$ cat src/hdl/swmp_pkg.sv
// Shared constants, opcodes and types for the square-wave melody player.
`default_nettype none
package swmp_pkg;

  localparam int TABLE_DEPTH      = 64;
  localparam int SLOT_W           = $clog2(TABLE_DEPTH);
  localparam int TICKS_PER_SECOND = 1000000;
  localparam int OP_W             = 2;
  localparam int FREQ_W           = 15;
  localparam int LEN_W            = 24;
  localparam int HALF_W           = 19;
  localparam int HALF_MAX         = (1 << HALF_W) - 1;
  // divider: dividend is the tick rate, divisor is twice the frequency
  localparam int DVD_W            = $clog2(TICKS_PER_SECOND + 1);
  localparam int DVS_W            = FREQ_W + 1;
  localparam int DCNT_W           = $clog2(DVD_W + 1);
  localparam int ENTRY_W          = FREQ_W + LEN_W + 1;

  typedef logic [OP_W-1:0] opcode_t;
  localparam opcode_t OP_TICK  = 2'd0;
  localparam opcode_t OP_WRITE = 2'd1;
  localparam opcode_t OP_START = 2'd2;
  localparam opcode_t OP_NOP   = 2'd3;

  typedef struct packed {
    logic [FREQ_W-1:0] frequency;
    logic [LEN_W-1:0]  length;
    logic              is_end;
  } note_t;

  typedef struct packed {
    logic busy;
    logic done;
  } div_stat_t;

endpackage
`default_nettype wire

$ cat src/hdl/swmp_if.sv
// Valid/ready channel interfaces for note commands and player status.
`default_nettype none
interface swmp_in_if;
  logic                          valid;
  logic                          ready;
  logic [swmp_pkg::OP_W-1:0]     opcode;
  logic [5:0]                    note_slot;
  logic [swmp_pkg::FREQ_W-1:0]   note_frequency;
  logic [swmp_pkg::LEN_W-1:0]    note_length;
  logic                          note_is_end;

  modport source (output valid, opcode, note_slot, note_frequency, note_length, note_is_end,
                  input ready);
  modport sink   (input valid, opcode, note_slot, note_frequency, note_length, note_is_end,
                  output ready);
endinterface

interface swmp_out_if;
  logic       valid;
  logic       ready;
  logic       speaker_level;
  logic       is_playing;
  logic [5:0] current_position;

  modport source (output valid, speaker_level, is_playing, current_position, input ready);
  modport sink   (input valid, speaker_level, is_playing, current_position, output ready);
endinterface
`default_nettype wire

$ cat src/hdl/swmp_ram.sv
// Generic single-port-write, registered-read RAM.
`default_nettype none
module swmp_ram #(
  parameter int WIDTH = 8,
  parameter int DEPTH = 16
) (
  input  wire logic                     clk,
  input  wire logic                     we,
  input  wire logic [$clog2(DEPTH)-1:0] waddr,
  input  wire logic [WIDTH-1:0]         wdata,
  input  wire logic                     re,
  input  wire logic [$clog2(DEPTH)-1:0] raddr,
  output      logic [WIDTH-1:0]         rdata
);

  logic [WIDTH-1:0] mem_r [DEPTH];

  always_ff @(posedge clk) begin
    if (we) begin
      mem_r[waddr] <= wdata;
    end
    if (re) begin
      rdata <= mem_r[raddr];
    end
  end

endmodule
`default_nettype wire

$ cat src/hdl/swmp_div.sv
// Restoring divider: tick rate / divisor, one quotient bit per cycle.
`default_nettype none
module swmp_div (
  input  wire logic                          clk,
  input  wire logic                          rst_n,
  input  wire logic                          start,
  input  wire logic [swmp_pkg::DVS_W-1:0]    divisor,
  output      swmp_pkg::div_stat_t           stat,
  output      logic [swmp_pkg::DVD_W-1:0]    quotient
);

  localparam int DVS_W  = swmp_pkg::DVS_W;
  localparam int DVD_W  = swmp_pkg::DVD_W;
  localparam int DCNT_W = swmp_pkg::DCNT_W;

  logic              busy_r;
  logic              done_r;
  logic [DCNT_W-1:0] cnt_r;
  logic [DVS_W-1:0]  rem_r;
  logic [DVD_W-1:0]  quo_r;
  logic [DVS_W-1:0]  dvs_r;

  logic [DVS_W:0]    shifted;
  logic [DVS_W:0]    diff;
  logic              fits;

  // shift next dividend bit into the partial remainder, then trial subtract
  assign shifted = {rem_r, quo_r[DVD_W-1]};
  assign diff    = shifted - {1'b0, dvs_r};
  assign fits    = (shifted >= {1'b0, dvs_r});

  always_ff @(posedge clk) begin
    if (!rst_n) begin
      busy_r <= 1'b0;
      done_r <= 1'b0;
      cnt_r  <= '0;
    end else begin
      done_r <= 1'b0;
      if (start) begin
        busy_r <= 1'b1;
        cnt_r  <= DCNT_W'(DVD_W);
      end else if (busy_r) begin
        cnt_r <= cnt_r - 1'b1;
        if (cnt_r == DCNT_W'(1)) begin
          busy_r <= 1'b0;
          done_r <= 1'b1;
        end
      end
    end
  end

  always_ff @(posedge clk) begin
    if (start) begin
      rem_r <= '0;
      quo_r <= DVD_W'(swmp_pkg::TICKS_PER_SECOND);
      dvs_r <= divisor;
    end else if (busy_r) begin
      rem_r <= fits ? diff[DVS_W-1:0] : shifted[DVS_W-1:0];
      quo_r <= {quo_r[DVD_W-2:0], fits};
    end
  end

  assign stat.busy = busy_r;
  assign stat.done = done_r;
  assign quotient  = quo_r;

endmodule
`default_nettype wire

$ cat src/hdl/square_wave_melody_player.sv
// Square-wave melody player: note table, playback sequencer and half-period divider.
//
// Input channel in_ch carries one command per transfer: a one-microsecond tick,
// a note-table write (slot, frequency in Hz, length in ticks, end mark), a
// start of playback from entry zero, or a no-op. Every command gives exactly one
// status transfer on out_ch: speaker level, playing flag and current note index,
// as they stand after the command.
//
// Writes, no-ops and ticks inside a note go from idle straight to the emit
// state, which loads the status into the output register. A start, or a tick
// that moves to the next note, reads the note RAM in the read and load states
// and runs the restoring divider for the half period, one quotient bit per
// cycle over 20 bits; an end mark or a silent entry skips the divider.
// in_ready is high only while the sequencer is idle, so one command is in
// flight at a time.
//
// A finished status waits in the output register; the next command is taken
// while it waits, and that command completes once out_ch takes the old one.
// Reset stops playback with the speaker low. The note table is not cleared:
// playing an entry that was never written gives undefined results.
`default_nettype none
module square_wave_melody_player (
  input  wire logic   clk,
  input  wire logic   rst_n,
  swmp_in_if.sink     in_ch,
  swmp_out_if.source  out_ch
);

  localparam int SLOT_W = swmp_pkg::SLOT_W;
  localparam int LEN_W  = swmp_pkg::LEN_W;
  localparam int HALF_W = swmp_pkg::HALF_W;
  localparam int DVD_W  = swmp_pkg::DVD_W;

  localparam logic [2:0] ST_IDLE = 3'd0;
  localparam logic [2:0] ST_READ = 3'd1;
  localparam logic [2:0] ST_LOAD = 3'd2;
  localparam logic [2:0] ST_DIV  = 3'd3;
  localparam logic [2:0] ST_EMIT = 3'd4;

  logic [2:0]        state_r,      state_nxt;
  logic [SLOT_W-1:0] idx_r,        idx_nxt;
  logic              playing_r,    playing_nxt;
  logic [SLOT_W-1:0] pos_r,        pos_nxt;
  logic [LEN_W-1:0]  len_left_r,   len_left_nxt;
  logic [HALF_W-1:0] reload_r,     reload_nxt;
  logic [HALF_W-1:0] half_left_r,  half_left_nxt;
  logic              level_r,      level_nxt;
  logic              out_valid_r,  out_valid_nxt;
  logic              out_level_r;
  logic              out_playing_r;
  logic [SLOT_W-1:0] out_pos_r;
  logic              out_load;

  logic                in_fire;
  logic                ram_we;
  swmp_pkg::note_t     wr_note;
  swmp_pkg::note_t     rd_note;
  logic                div_start;
  swmp_pkg::div_stat_t div_stat;
  logic [DVD_W-1:0]    div_q;
  logic [HALF_W-1:0]   half_sat;

  assign in_ch.ready = (state_r == ST_IDLE);
  assign in_fire     = in_ch.valid && in_ch.ready;

  assign wr_note.frequency = in_ch.note_frequency;
  assign wr_note.length    = in_ch.note_length;
  assign wr_note.is_end    = in_ch.note_is_end;
  assign ram_we = in_fire && (in_ch.opcode == swmp_pkg::OP_WRITE)
               && ({1'b0, in_ch.note_slot} < 7'(swmp_pkg::TABLE_DEPTH));

  swmp_ram #(
    .WIDTH (swmp_pkg::ENTRY_W),
    .DEPTH (swmp_pkg::TABLE_DEPTH)
  ) u_table (
    .clk   (clk),
    .we    (ram_we),
    .waddr (in_ch.note_slot[SLOT_W-1:0]),
    .wdata (wr_note),
    .re    (state_r == ST_READ),
    .raddr (idx_r),
    .rdata (rd_note)
  );

  swmp_div u_div (
    .clk      (clk),
    .rst_n    (rst_n),
    .start    (div_start),
    .divisor  ({rd_note.frequency, 1'b0}),
    .stat     (div_stat),
    .quotient (div_q)
  );

  // half period is clamped to at least one tick and to the counter range
  always_comb begin
    if (div_q == '0) begin
      half_sat = HALF_W'(1);
    end else if (div_q > DVD_W'(swmp_pkg::HALF_MAX)) begin
      half_sat = HALF_W'(swmp_pkg::HALF_MAX);
    end else begin
      half_sat = div_q[HALF_W-1:0];
    end
  end

  always_comb begin
    state_nxt     = state_r;
    idx_nxt       = idx_r;
    playing_nxt   = playing_r;
    pos_nxt       = pos_r;
    len_left_nxt  = len_left_r;
    reload_nxt    = reload_r;
    half_left_nxt = half_left_r;
    level_nxt     = level_r;
    div_start     = 1'b0;
    out_load      = 1'b0;
    out_valid_nxt = out_valid_r && !out_ch.ready;

    unique case (state_r)
      ST_IDLE: begin
        if (in_fire) begin
          state_nxt = ST_EMIT;
          unique case (in_ch.opcode)
            swmp_pkg::OP_TICK: begin
              if (playing_r) begin
                if (len_left_r <= LEN_W'(1)) begin
                  if (pos_r == SLOT_W'(swmp_pkg::TABLE_DEPTH - 1)) begin
                    // ran past the last entry
                    playing_nxt   = 1'b0;
                    level_nxt     = 1'b0;
                    reload_nxt    = '0;
                    half_left_nxt = '0;
                    len_left_nxt  = '0;
                  end else begin
                    idx_nxt   = pos_r + 1'b1;
                    state_nxt = ST_READ;
                  end
                end else begin
                  len_left_nxt = len_left_r - 1'b1;
                  if (reload_r != '0) begin
                    if (half_left_r <= HALF_W'(1)) begin
                      level_nxt     = !level_r;
                      half_left_nxt = reload_r;
                    end else begin
                      half_left_nxt = half_left_r - 1'b1;
                    end
                  end
                end
              end
            end
            swmp_pkg::OP_START: begin
              idx_nxt   = '0;
              state_nxt = ST_READ;
            end
            swmp_pkg::OP_WRITE: ;
            swmp_pkg::OP_NOP: ;
            default: ;
          endcase
        end
      end
      ST_READ: begin
        state_nxt = ST_LOAD;
      end
      ST_LOAD: begin
        pos_nxt   = idx_r;
        state_nxt = ST_EMIT;
        if (rd_note.is_end) begin
          playing_nxt   = 1'b0;
          level_nxt     = 1'b0;
          reload_nxt    = '0;
          half_left_nxt = '0;
          len_left_nxt  = '0;
        end else begin
          playing_nxt  = 1'b1;
          len_left_nxt = rd_note.length;
          if (rd_note.frequency == '0) begin
            reload_nxt    = '0;
            half_left_nxt = '0;
            level_nxt     = 1'b0;
          end else begin
            div_start = 1'b1;
            state_nxt = ST_DIV;
          end
        end
      end
      ST_DIV: begin
        if (div_stat.done) begin
          reload_nxt    = half_sat;
          half_left_nxt = half_sat;
          level_nxt     = 1'b1;
          state_nxt     = ST_EMIT;
        end
      end
      ST_EMIT: begin
        if (!out_valid_r || out_ch.ready) begin
          out_load      = 1'b1;
          out_valid_nxt = 1'b1;
          state_nxt     = ST_IDLE;
        end
      end
      default: begin
        state_nxt = ST_IDLE;
      end
    endcase
  end

  always_ff @(posedge clk) begin
    if (!rst_n) begin
      state_r     <= ST_IDLE;
      playing_r   <= 1'b0;
      pos_r       <= '0;
      len_left_r  <= '0;
      reload_r    <= '0;
      half_left_r <= '0;
      level_r     <= 1'b0;
      out_valid_r <= 1'b0;
    end else begin
      state_r     <= state_nxt;
      playing_r   <= playing_nxt;
      pos_r       <= pos_nxt;
      len_left_r  <= len_left_nxt;
      reload_r    <= reload_nxt;
      half_left_r <= half_left_nxt;
      level_r     <= level_nxt;
      out_valid_r <= out_valid_nxt;
    end
  end

  always_ff @(posedge clk) begin
    idx_r <= idx_nxt;
    if (out_load) begin
      out_level_r   <= level_r;
      out_playing_r <= playing_r;
      out_pos_r     <= pos_r;
    end
  end

  assign out_ch.valid            = out_valid_r;
  assign out_ch.speaker_level    = out_level_r;
  assign out_ch.is_playing       = out_playing_r;
  assign out_ch.current_position = 6'(out_pos_r);

endmodule
`default_nettype wire

$ cat src/flat_wrapper.sv
// flat-port wrapper written by rule: the top's interface ports become plain ports
module square_wave_melody_player_flat 
  (clk, rst_n, in_ch_valid, in_ch_opcode, in_ch_note_slot, in_ch_note_frequency, in_ch_note_length, in_ch_note_is_end, in_ch_ready, out_ch_valid, out_ch_speaker_level, out_ch_is_playing, out_ch_current_position, out_ch_ready);
  swmp_in_if in_ch_i ();
  swmp_out_if out_ch_i ();
  input  wire logic clk;
  input  wire logic rst_n;
  input wire logic [$bits(in_ch_i.valid)-1:0] in_ch_valid;
  input wire logic [$bits(in_ch_i.opcode)-1:0] in_ch_opcode;
  input wire logic [$bits(in_ch_i.note_slot)-1:0] in_ch_note_slot;
  input wire logic [$bits(in_ch_i.note_frequency)-1:0] in_ch_note_frequency;
  input wire logic [$bits(in_ch_i.note_length)-1:0] in_ch_note_length;
  input wire logic [$bits(in_ch_i.note_is_end)-1:0] in_ch_note_is_end;
  output wire logic [$bits(in_ch_i.ready)-1:0] in_ch_ready;
  output wire logic [$bits(out_ch_i.valid)-1:0] out_ch_valid;
  output wire logic [$bits(out_ch_i.speaker_level)-1:0] out_ch_speaker_level;
  output wire logic [$bits(out_ch_i.is_playing)-1:0] out_ch_is_playing;
  output wire logic [$bits(out_ch_i.current_position)-1:0] out_ch_current_position;
  input wire logic [$bits(out_ch_i.ready)-1:0] out_ch_ready;
  assign in_ch_i.valid = in_ch_valid;
  assign in_ch_i.opcode = in_ch_opcode;
  assign in_ch_i.note_slot = in_ch_note_slot;
  assign in_ch_i.note_frequency = in_ch_note_frequency;
  assign in_ch_i.note_length = in_ch_note_length;
  assign in_ch_i.note_is_end = in_ch_note_is_end;
  assign in_ch_ready = in_ch_i.ready;
  assign out_ch_valid = out_ch_i.valid;
  assign out_ch_speaker_level = out_ch_i.speaker_level;
  assign out_ch_is_playing = out_ch_i.is_playing;
  assign out_ch_current_position = out_ch_i.current_position;
  assign out_ch_i.ready = out_ch_ready;
  square_wave_melody_player u_core (.clk(clk), .rst_n(rst_n), .in_ch(in_ch_i), .out_ch(out_ch_i));
endmodule
$ cat config.mk
export PLATFORM = sky130hd
export DESIGN_NAME = square_wave_melody_player_flat
export DESIGN_NICKNAME = d
export VERILOG_FILES = /design/src/hdl/swmp_pkg.sv /design/src/hdl/swmp_if.sv /design/src/hdl/swmp_ram.sv /design/src/hdl/swmp_div.sv /design/src/hdl/square_wave_melody_player.sv /design/src/flat_wrapper.sv
export SDC_FILE = /design/constraint.sdc
export NUM_CORES = 2
export LEC_CHECK = 0
export ABC_AREA = 1
export BUFFER_PORTS_ARGS = -buffer_cell sky130_fd_sc_hd__buf_2
export CORE_ASPECT_RATIO = 0.9
export CORE_MARGIN = 3
export CORE_UTILIZATION = 35
export DETAILED_ROUTE_END_ITERATION = 10
export HOLD_SLACK_MARGIN = 0.06
export PLACE_DENSITY = 0.56
export SLEW_MARGIN = 20
export SYNTH_ARGS = -nofsm -noshare
export SYNTH_HDL_FRONTEND = slang
export SYNTH_SLANG_ARGS = --single-unit
$ cat constraint.sdc
create_clock -name clk -period 3.6 [get_ports clk]
set_input_delay 0.72 -clock clk [delete_from_list [all_inputs] [get_ports clk]]
set_output_delay 0.72 -clock clk [all_outputs]
set_load 0.05 [all_outputs]
==> qor.txt <==
# DRC: 0
Post-CTS Resized: 0
CTS Buffer Depth: 4
Avg Cell Area, Syn: 12.1 um2
Vias per inst: 5.56
Layout cells sized above 1: 9.45%
Status: completed
Nets: 9319
Async S/R FF share, synth: 0%
Leakage: 0.0421 uW
CTS Sinks: 2746
Overall Power: 68200 uW
Skew-Pair Late Insertion Delay: 0.86 ns
Die width: 598 um
ANT nets after route: 0
Area grow syn2layout: 14.5%
Starting density of the core: 35.2%
GPL Wtd Cong: 0.837
Maximum VDD drop: 404 uV
Number of flops mapped to enable cells by yosys: 2629
Seq. cell area: 0.0813 mm2
Ys flop type: edfxtp_1
Post-synth top cells: 2629 x edfxtp_1, 1627 x nor2_1, 1185 x nand2_1
Maxcap violations: 0
Hold WC Path Type: in2reg
Core region area: 0.314 mm2
Yosys top cell area share: 71.4%
H-tree depth: 5
Fin cells: 13600
Post-CTS Setup Inserts: 0
Worst slew pin tran: 1.08 ns
Critical Path RT: 4.32 ns
Most frequent cell after synthesis: edfxtp_1
Dpl cells: 13100
Final Cycle Share: 92.7%
DRT Pass-1 Iters: 6
# hold bufs at CTS: 0
Worst EP arrival: 4.06 ns
CP startpoint kind: register
Total GRT Usage: 20.5%
Post-Route WL: 341000 um
CTS clk-pin slew, worst paths: 0.06 ns
Synthesis warning total: 0
Via Count: 75500
Ranking of synthesized cells by area: edfxtp_1 71%, nor2_1 5.5%, nand2_1 4.0%, o22ai_1 3.6%, o21ai_1 3.2%
RSZ-0062 raised after global routing: no
TNS Setup: 0 ns
Global route total overflow: 0
Die height: 539 um
Largest net degree at the start of global routing: 146
Rows: 195
Relative slew slack: 27.9%
Clock period minus final worst setup slack: 3.34 ns
Hold Vio Cnt, Final: 0
Footprint of the multi-input gates: 0.0262 mm2
CTS Buf Count: 277
Mapped Area: 0.111 mm2
Clock skew: 0.0332 ns
FF+latch count, synth: 2746
PwrDens: 539 mW/mm2
Endpoint type of the worst setup path: register
Die area: 0.323 mm2
Fmax: 0.300 GHz
Port Buf Inserts: 61
IO Pins: 62
Cell variety after synth: 39
CP Class: reg2reg
TritonCTS clock tree: built
Number of max-slew violations in the final report: 0
# fillers: 29000
First-pass GRT wire length: 495000 um
Number of global-route vias before repair: 71000
Seq/Total Area, Yosys: 73.5%
Initial DRC Count: 9406
Fin Hold WS: 0.189 ns
Final setup fails: 0
Syn_nets: 9211
Drt wl/cell: 25.1 um
Hpwl dp: 202000 um
Area leader, netlist: edfxtp_1
Initial antenna violation count: 27
Gate count of the mapped netlist: 9136
Maximum net fanout on the critical path: 53
Clk root buf: clkbuf_16
critical path: stages (launching register included):
cell and delay (ns):
edfxtp_1 0.63, inv_8 0.40, buf_12 0.30, buf_4 0.29
buf_4 0.19, nor2_1 0.04, o22ai_1 0.20, nand2_1 0.08
nand3_1 0.07, nand3_1 0.42, nand2_1 0.27, nand2_1 0.17
nand2_1 0.10
area by class of cell:
cell class	instances	share of cell area, %
flip-flops and latches	2746	64.2
diodes	1	0.00198
clock inverters	116	0.822
multi-input cells	5599	20.7
clock buffers	359	5.87
well taps	4137	4.09
inverters	188	0.583
repair buffers	432	3.69
cells by family after synthesis:
| logic type | share of synthesized area, % |
|---|---|
| compound gates | 10.3 |
| xor+xnor | 0.269 |
| fa+ha+maj | 0.267 |
| buf+inv | 3.16 |
| flops | 73.5 |
| simple gates | 12.4 |
final timing paths:
check,start,end,slack [ns],cells past startpoint
setup / recovery,u_core.idx_r[0]$_SDFFCE_PP0P_,u_core.u_table.rdata[17]$_DFFE_PP_,0.26,12
hold / removal,out_ch_ready,u_core.out_ch.valid$_SDFF_PN0_,0.19,4
setup reg to reg,u_core.idx_r[0]$_SDFFCE_PP0P_,u_core.u_table.rdata[17]$_DFFE_PP_,0.26,12
hold reg to reg,u_core.level_r$_SDFFE_PN0P_,u_core.out_ch.speaker_level$_DFFE_PP_,0.43,0
layer usage:
| layer | vias up | global-route usage [%] | wire [um] |
|---|---|---|---|
| met2 | 3573 | 32.1 | 156000 |
| li1 | 33400 | - | - |
| met4 | 4 | 6.26 | 10900 |
| met1 | 38000 | 29.6 | 145000 |
| met3 | 547 | 2.67 | 28900 |
| met5 | - | 0 | 23 |
flip-flops by register name, indices dropped and copies added (netlist names), 15 cells and up:
signal and cells:
u_core.half_left_r 19, u_core.len_left_r 24, u_core.reload_r 19, u_core.u_div.dvs_r 15, u_core.u_div.quotient 20, u_core.u_div.rem_r 16
u_core.u_table.mem_r 2560, u_core.u_table.rdata 40
report_power, final:
part	switching, uW	total [uW]	internal, uW	leakage [uW]
combinational	3650	5030	1380	0.0134
sequential	217	35400	35200	0.0246
clock	12100	27800	15700	0.00412
total	16000	68200	52300	0.0421
stage by stage:
stage               util, %  worst slack, ns  area [um2]
finish                 40.3            0.262      127000
global route           40.3            0.169      127000
CTS                    40.3            0.326      127000
detailed placement     37.6            0.331      118000
global placement       37.6            0.353      118000
floorplan                 -           0.0671      111000
placed cells by master, fill, tap and decap left out, types with 14 or more instances in the layout:
| cell type | Yosys | layout |
|---|---|---|
| o21ai_0 | 687 | 687 |
| buf_12 | 0 | 119 |
| nand3_1 | 540 | 540 |
| nand4_1 | 25 | 25 |
| clkinv_2 | 0 | 39 |
| inv_1 | 177 | 176 |
| ha_1 | 22 | 22 |
| nor2_4 | 2 | 66 |
| bufinv_16 | 0 | 15 |
| edfxtp_1 | 2629 | 2629 |
| clkinv_1 | 2 | 37 |
| o21ai_1 | 697 | 697 |
| nor3_1 | 15 | 14 |
| clkbuf_1 | 335 | 72 |
| nand2_1 | 1185 | 1185 |
| buf_4 | 70 | 286 |
| buf_2 | 142 | 27 |
| dfxtp_1 | 117 | 117 |
| a21oi_1 | 85 | 85 |
| o22ai_1 | 640 | 640 |
| xnor2_1 | 15 | 15 |
| xor2_1 | 19 | 19 |
| nor2_1 | 1627 | 1563 |
| clkbuf_16 | 0 | 285 |
(Power assumes the default switching activity.)
